[config.mk]
export PLATFORM = sky130hd
export DESIGN_NAME = tdpt_div
export DESIGN_NICKNAME = d
export VERILOG_FILES = /design/src/sv/tdpt_pkg.sv /design/src/sv/tdpt_div.sv
export SDC_FILE = /design/constraint.sdc
export NUM_CORES = 1
export LEC_CHECK = 0
export ABC_CLOCK_PERIOD_IN_PS = 6900
export BUFFER_PORTS_ARGS = -buffer_cell sky130_fd_sc_hd__buf_2
export CAP_MARGIN = 20
export CORE_MARGIN = 4
export CORE_UTILIZATION = 35
export DETAILED_ROUTE_END_ITERATION = 16
export GPL_TIMING_DRIVEN = 0
export SLEW_MARGIN = 25
export SYNTH_ARGS = -nofsm -noshare
export SYNTH_HDL_FRONTEND = slang
export SYNTH_SLANG_ARGS = --single-unit
[constraint.sdc]
create_clock -name clk -period 6.9 [get_ports clk]
set_input_delay 0.345 -clock clk [delete_from_list [all_inputs] [get_ports clk]]
set_output_delay 0.345 -clock clk [all_outputs]
set_load 0.05 [all_outputs]
[src/sv/tdpt_pkg.sv]
`timescale 1ns / 1ps
// Shared types and constants for the trial-division primality tester.
package tdpt_pkg;

	// Default width of the tested value.
	localparam int unsigned TDPT_VALUE_WIDTH = 31;

	// Sequencer states of the top level.
	typedef enum logic [1:0] {
		ST_IDLE   = 2'd0,
		ST_LAUNCH = 2'd1,
		ST_WAIT   = 2'd2
	} tdpt_state_t;

endpackage

[src/sv/tdpt_div.sv]
`timescale 1ns / 1ps
// Iterative restoring divider that produces one quotient bit per cycle.
module tdpt_div #(
	parameter int unsigned DIVIDEND_W = tdpt_pkg::TDPT_VALUE_WIDTH,
	parameter int unsigned DIVISOR_W  = (tdpt_pkg::TDPT_VALUE_WIDTH + 2) / 2
) (
	input  logic                  clk,
	input  logic                  arst_n,
	input  logic                  start,
	input  logic [DIVIDEND_W-1:0] dividend,
	input  logic [DIVISOR_W-1:0]  divisor,
	output logic                  done,
	output logic [DIVIDEND_W-1:0] quotient,
	output logic [DIVISOR_W-1:0]  remainder
);

	localparam int unsigned CNT_W = $clog2(DIVIDEND_W + 1);

	logic                  active_q;
	logic                  done_q;
	logic [CNT_W-1:0]      count_q;
	logic [DIVISOR_W-1:0]  rem_q;
	logic [DIVIDEND_W-1:0] quo_q;
	logic [DIVISOR_W-1:0]  div_q;

	logic [DIVISOR_W:0]    trial;
	logic [DIVISOR_W:0]    diff;
	logic                  fits;
	logic [DIVISOR_W-1:0]  rem_next;

	// The partial remainder always stays below the divisor, so the trial value
	// is below twice the divisor and one subtract settles each bit.
	always_comb begin
		trial    = {rem_q, quo_q[DIVIDEND_W-1]};
		diff     = trial - {1'b0, div_q};
		fits     = (trial >= {1'b0, div_q});
		rem_next = fits ? diff[DIVISOR_W-1:0] : trial[DIVISOR_W-1:0];
	end

	always_ff @(posedge clk or negedge arst_n) begin
		if (!arst_n) begin
			active_q <= 1'b0;
			done_q   <= 1'b0;
			count_q  <= '0;
		end else begin
			done_q <= 1'b0;
			if (start) begin
				active_q <= 1'b1;
				count_q  <= CNT_W'(DIVIDEND_W);
			end else if (active_q) begin
				count_q <= count_q - CNT_W'(1);
				if (count_q == CNT_W'(1)) begin
					active_q <= 1'b0;
					done_q   <= 1'b1;
				end
			end
		end
	end

	always_ff @(posedge clk) begin
		if (start) begin
			rem_q <= '0;
			quo_q <= dividend;
			div_q <= divisor;
		end else if (active_q) begin
			rem_q <= rem_next;
			quo_q <= {quo_q[DIVIDEND_W-2:0], fits};
		end
	end

	assign done      = done_q;
	assign quotient  = quo_q;
	assign remainder = rem_q;

endmodule

# Word level (Yosys, flattened, before mapping)

Cells that the tools add are included.

Add/sub/neg operators: 2
Order comparisons: 1
Equality and inequality tests: 1
Multiplexer cells: 11
Reduce and logical (&&, ||, !) cells: 1

Operators by type and width:

| kind                                              | count |
|---|---|
| 2-to-1 mux 31 bit                                 | 2 |
| greater-or-equal comparator 17 x 16 -> 1 bit      | 1 |
| 2-to-1 mux 16 bit                                 | 1 |
| subtractor 16 bit                                 | 1 |
| 2-to-1 mux 5 bit                                  | 2 |
| 2-to-1 mux 1 bit                                  | 6 |
| == test 5 x 1 -> 1 bit (second input constant)    | 1 |
| subtractor 5 x 1 -> 5 bit (second input constant) | 1 |
| nonzero test 2 bit                                | 1 |

Bits in registers: 70
Input port bits: 50
Word-level logic and storage cells: 22

# Longest topological paths before layout

Depth in word-level cells: 4
Gate-level depth with buffers: 10
Mapped depth without buffers: 10

# Least setup slack after synthesis

Ideal clock, no wire load.

Path kind: register to register
Start: register quo_q[30] (netlist: quotient[30])
End: register rem_q[10] (netlist: remainder[10])
Setup time: 88 ps
Arrival time: 2588 ps
Slack: 4224 ps
Stages on the path, launching flop included: 10
Cells stage by stage: edfxtp_1 inv_1 ha_1 fa_1 nor2b_1 o31ai_1 a311oi_1 o21ai_0 a311o_1 a311oi_2

Longest elaborated chain between the ends: 2
Elaborated cells on any way between the ends: 3
Classes of those cells: add/sub: 1; order compare: 1; mux: 1

RTL lines:

| item                                                                                     | line                           | RTL |
|---|---|---|
| from (decl)                                                                              | tdpt_div.sv:23                 | `logic [DIVIDEND_W-1:0] quo_q;` |
| from (signal assigned)                                                                   | tdpt_div.sv:63                 | `quo_q <= dividend;` |
| from (signal assigned)                                                                   | tdpt_div.sv:67                 | `quo_q <= {quo_q[DIVIDEND_W-2:0], fits};` |
| subtractor 16 bit / greater-or-equal comparator 17 x 16 -> 1 bit (equally long branches) | tdpt_div.sv:35, tdpt_div.sv:36 |  |
| 2-to-1 mux 16 bit *                                                                      | tdpt_div.sv:37                 | `rem_next = fits ? diff[DIVISOR_W-1:0] : trial[DIVISOR_W-1:0];` |
| to (signal assigned)                                                                     | tdpt_div.sv:66                 | `rem_q <= rem_next;` |
| to (decl)                                                                                | tdpt_div.sv:22                 | `logic [DIVISOR_W-1:0] rem_q;` |

Mark *: on every way between the ends. The rest lies on a longest branch, timed or not.
A chain may end at the register's enable or synchronous reset.

# Worst setup path after layout

Ends and elaborated chain as after synthesis.

==> results.txt <==
----------------------------------------------------
[Outcome]
  Outcome ... finished, final reports clean

[Place]
  Post-DP HPWL ... 6414 microns
  Routability congestion estimate from global placement ... 0.8424
  Count of port buffers added during placement ... 97
  Post-placement worst setup slack ... 4.174 ns

[Pwr]
  Fraction of power consumed by combinational cells ... 19.6%
  Clock Power Share ... 29.5%
  Leakage power of the design ... 0.002055 uW
  Switching power share of the total ... 30.89%
  Worst supply voltage drop on vdd ... 0.0001384 V
  Cell area power density ... 215.6 nW/um^2
  Cell-internal power ... 672.2 uW
  Psw ... 300.5 uW
  Share of total power in sequential cells ... 50.8%

[STA]
  Highest clock frequency the design can meet ... 362.9 MHz
  Max-slew violation total from the final report ... 0
  Total negative setup slack ... 0 ns
  Actual transition at the worst max-transition pin ... 0.7653 ns
  Number of failing hold endpoints at the final stage ... 0
  Final count of negative-setup-slack endpoints ... 0
  Tightest slew margin relative to the limit ... 48.80%
  Ratio of final minimum period to clock period ... 39.93%
  Final worst path period need ... 2.755 ns
  Setup skew after layout ... 0.01227 ns
  Slack of the critical path ... 4.145 ns
  Setup repair after global routing missed its margin ... no

[Yosys]
  Gate count of the mapped netlist ... 321
  Synth Warn # ... 0
  Average cell area after synthesis ... 11.46 sq um
  Share of async-settable or async-resettable flops after synthesis ... 10.00%
  Register bit count reported by yosys ... 70
  Sequential fraction of the synthesis area ... 51.84%
  Number of library cell types mapped by synthesis ... 49
  Count of flip-flops with a built-in enable after synthesis ... 47
  Net count of the mapped netlist ... 390
  Post-synthesis instance area ... 3679 sq um
  Prevailing post-synth register cell ... sky130_fd_sc_hd__edfxtp_1

[CTS]
  Deepest clock path buffer count ... 2
  Clock H-tree levels ... 3
  Post-CTS resize count ... 0
  CTS Buf Count ... 9
  Num Clock Sinks ... 70
  Worst-skew pair later-pin latency ... 0.34 ns
  Clock tree from TritonCTS ... built
  Clock input transition at the sequential cells of the worst setup and hold paths ... 0.08 ns
  Root buffer selected by CTS ... sky130_fd_sc_hd__clkbuf_8

[Critical path]
  Data required, critical path ... 7.15 ns
  Largest fanout on the critical path ... 5
  Critical path endpoint category ... register
  Worst setup SP type ... register
  Arrival time at the worst endpoint ... 3.01 ns
  Category of the most critical setup path ... reg -> reg

[Route]
  First-pass detailed-route iteration total ... 4
  Total via count in the routed design ... 2,831
  Initial detailed-routing violation count ... 105
  Wire length reported by the detailed router ... 8624 microns
  Number of routed nets with antenna violations ... 0
  Remaining routing DRC violations ... 0
  Drt wl/cell ... 15.13 microns
  Via-per-instance ratio ... 4.967

[Global route]
  Final global-route overflow total ... 0
  Number of antenna violations at the first check in global routing ... 0
  Maximum number of pins on one net before global-route repair ... 32
  Global-route wire length before repair ... 14,190 microns
  Total GRT Usage ... 14.22%
  Number of global-route vias before repair ... 2,939

[Floorplanning]
  Width of the die ... 110.5 microns
  Standard-cell rows ... 37
  Height of the die ... 110.5 microns
  Die area ... 12,210 sq um
  Initial core utilization ... 35.79%
  I/O pins ... 98
  Floorplan core area ... 10,280 sq um

[Layout]
  Footprint of the multi-input gates ... 1623 sq um
  Share of final-layout standard cells stronger than drive strength 1 ... 35.02%
  Diodes inserted ... 0
  Register area ... 1907 sq um
  Count of filler cells inserted in the layout ... 1,029
  Area grow syn2layout ... 22.65%
  Net count reported at finish ... 499

[Job]
  Max-cap violation count ... 0

[Worst hold path]
  Class of the most critical hold timing path ... in -> reg

----------------------------------------------------
==> path summary, 6_finish.rpt <==
check	startpoint	end	slack (ns)	cells after the start
hold / removal	divisor[15]	div_q[15]	0.17	1
max in group asynchronous	arst_n	count_q[0]	6.37	2
min in group asynchronous	arst_n	done	0.36	2
setup / recovery	quotient[30]	remainder[10]	4.14	10
hold reg to reg	count_q[4]	count_q[4]	0.52	2
setup reg to reg	quotient[30]	remainder[10]	4.14	10
==> routing by layer <==
layer  part of all wire, %  track usage, %  wire [microns]
met3                   8.2           5.699             703
met1                    44           17.72            3826
met5                     0               0               0
met2                    46           23.06            3982
met4                   1.3           3.530             112
==> area by class of cell <==
cell class,count,area share [%]
Clock inverter,5,0.8319
Timing Repair Buffer,98,10.98
Buffer,11,1.109
Inverter,27,2.246
Tap cell,136,3.771
Multi-Input combinational cell,213,35.97
Clock buffer,10,2.829
Sequential cell,70,42.26
==> Yosys cell counts, types with 2 or more instances <==
cell type | n | area [sq um]
sky130_fd_sc_hd__a211oi_1 | 11 | 82.58
sky130_fd_sc_hd__a21o_1 | 3 | 22.52
sky130_fd_sc_hd__a21oi_1 | 12 | 60.06
sky130_fd_sc_hd__a311o_1 | 4 | 40.04
sky130_fd_sc_hd__a311oi_1 | 2 | 17.52
sky130_fd_sc_hd__a311oi_2 | 2 | 30.03
sky130_fd_sc_hd__a31oi_1 | 4 | 25.02
sky130_fd_sc_hd__a32oi_1 | 2 | 17.52
sky130_fd_sc_hd__and3_1 | 4 | 25.02
sky130_fd_sc_hd__clkbuf_1 | 8 | 30.03
sky130_fd_sc_hd__dfrtp_1 | 7 | 175.2
sky130_fd_sc_hd__dfxtp_1 | 16 | 320.3
sky130_fd_sc_hd__edfxtp_1 | 47 | 1411
sky130_fd_sc_hd__ha_1 | 18 | 225.2
sky130_fd_sc_hd__inv_1 | 27 | 101.4
sky130_fd_sc_hd__mux2_2 | 31 | 349.1
sky130_fd_sc_hd__mux2i_1 | 8 | 80.08
sky130_fd_sc_hd__nand2_1 | 28 | 105.1
sky130_fd_sc_hd__nand3_1 | 4 | 20.02
sky130_fd_sc_hd__nor2_1 | 22 | 82.58
sky130_fd_sc_hd__nor2b_1 | 3 | 18.77
sky130_fd_sc_hd__nor3_1 | 2 | 10.01
sky130_fd_sc_hd__o21a_1 | 4 | 30.03
sky130_fd_sc_hd__o21ai_0 | 12 | 60.06
sky130_fd_sc_hd__o31ai_1 | 4 | 30.03
sky130_fd_sc_hd__or3_1 | 2 | 12.51
sky130_fd_sc_hd__xnor2_1 | 7 | 61.31
sky130_fd_sc_hd__xor2_1 | 6 | 52.55
==> flip-flops by register name, indices dropped and copies added, names as in the netlist <==
name / count
remainder: 16
done: 1
div_q: 16
quotient: 31
count_q: 5
active_q: 1
==> timing repair <==
action / CTS / global route
setup buffers: 0 / 0
hold buffers: 1 / 0
endpoints found under the hold margin: 7 / 0
==> worst max-delay path, stage by stage, from the launching register on <==
cell and delay (ns):
sky130_fd_sc_hd__edfxtp_1 0.40, sky130_fd_sc_hd__inv_1 0.09, sky130_fd_sc_hd__ha_1 0.19, sky130_fd_sc_hd__fa_1 0.23, sky130_fd_sc_hd__nor2b_1 0.07, sky130_fd_sc_hd__o31ai_1 0.52, sky130_fd_sc_hd__a311oi_1 0.23, sky130_fd_sc_hd__o21ai_0 0.27
sky130_fd_sc_hd__a21oi_1 0.10, sky130_fd_sc_hd__a311o_1 0.34, sky130_fd_sc_hd__a311oi_2 0.22
==> per-stage QoR <==
step                hold WS [ns]  total power [uW]  utilization, %  std cells  area [sq um]
global placement          0.1931             692.6           42.17        554          4334
global route              0.1440              1023           43.90        570          4512
detailed placement        0.1916             695.3           42.20        554          4337
CTS                       0.1537             985.8           43.90        570          4512
finish                    0.1718             972.7           43.90        570          4512
floorplan                0.04941             641.6               -        321          3679
==> power groups by stage <==
stage	clock network [uW]	registers [uW]	logic, uW
6_report	287	495	191
2_1_floorplan	0	572	69.8
4_1_cts	298	495	193
3_5_place_dp	0	504	192
3_3_place_gp	0	503	190
5_1_grt	317	499	207
==> cells in the final DEF (no fill, tap or decap), types with 3 or more instances in the layout <==
cell type / netlist / final
sky130_fd_sc_hd__a311o_1: 4 / 4
sky130_fd_sc_hd__clkbuf_1: 8 / 9
sky130_fd_sc_hd__nand3_1: 4 / 4
sky130_fd_sc_hd__o21ai_0: 12 / 12
sky130_fd_sc_hd__mux2i_1: 8 / 8
sky130_fd_sc_hd__clkbuf_8: 0 / 9
sky130_fd_sc_hd__nand2_1: 28 / 27
sky130_fd_sc_hd__a31oi_1: 4 / 4
sky130_fd_sc_hd__buf_2: 1 / 98
sky130_fd_sc_hd__nor2_1: 22 / 22
sky130_fd_sc_hd__o21a_1: 4 / 4
sky130_fd_sc_hd__a21oi_1: 12 / 12
sky130_fd_sc_hd__a211oi_1: 11 / 11
sky130_fd_sc_hd__o31ai_1: 4 / 4
sky130_fd_sc_hd__and3_1: 4 / 4
sky130_fd_sc_hd__nor2b_1: 3 / 3
sky130_fd_sc_hd__ha_1: 18 / 18
sky130_fd_sc_hd__xnor2_1: 7 / 7
sky130_fd_sc_hd__a21o_1: 3 / 3
sky130_fd_sc_hd__mux2_2: 31 / 31
sky130_fd_sc_hd__inv_1: 27 / 27
sky130_fd_sc_hd__xor2_1: 6 / 6
sky130_fd_sc_hd__edfxtp_1: 47 / 47
sky130_fd_sc_hd__dfrtp_1: 7 / 7
sky130_fd_sc_hd__dfxtp_1: 16 / 16
==> cell families after synthesis <==
group / after synthesis / synth area share, %
fa+ha+maj: 19 / 6.667
mux: 39 / 11.67
simple gates: 75 / 9.694
compound gates: 67 / 12.93
flops: 70 / 51.84
xor+xnor: 13 / 3.095
buf+inv: 38 / 4.116
Note: power is estimated with default switching activity, not from simulation.
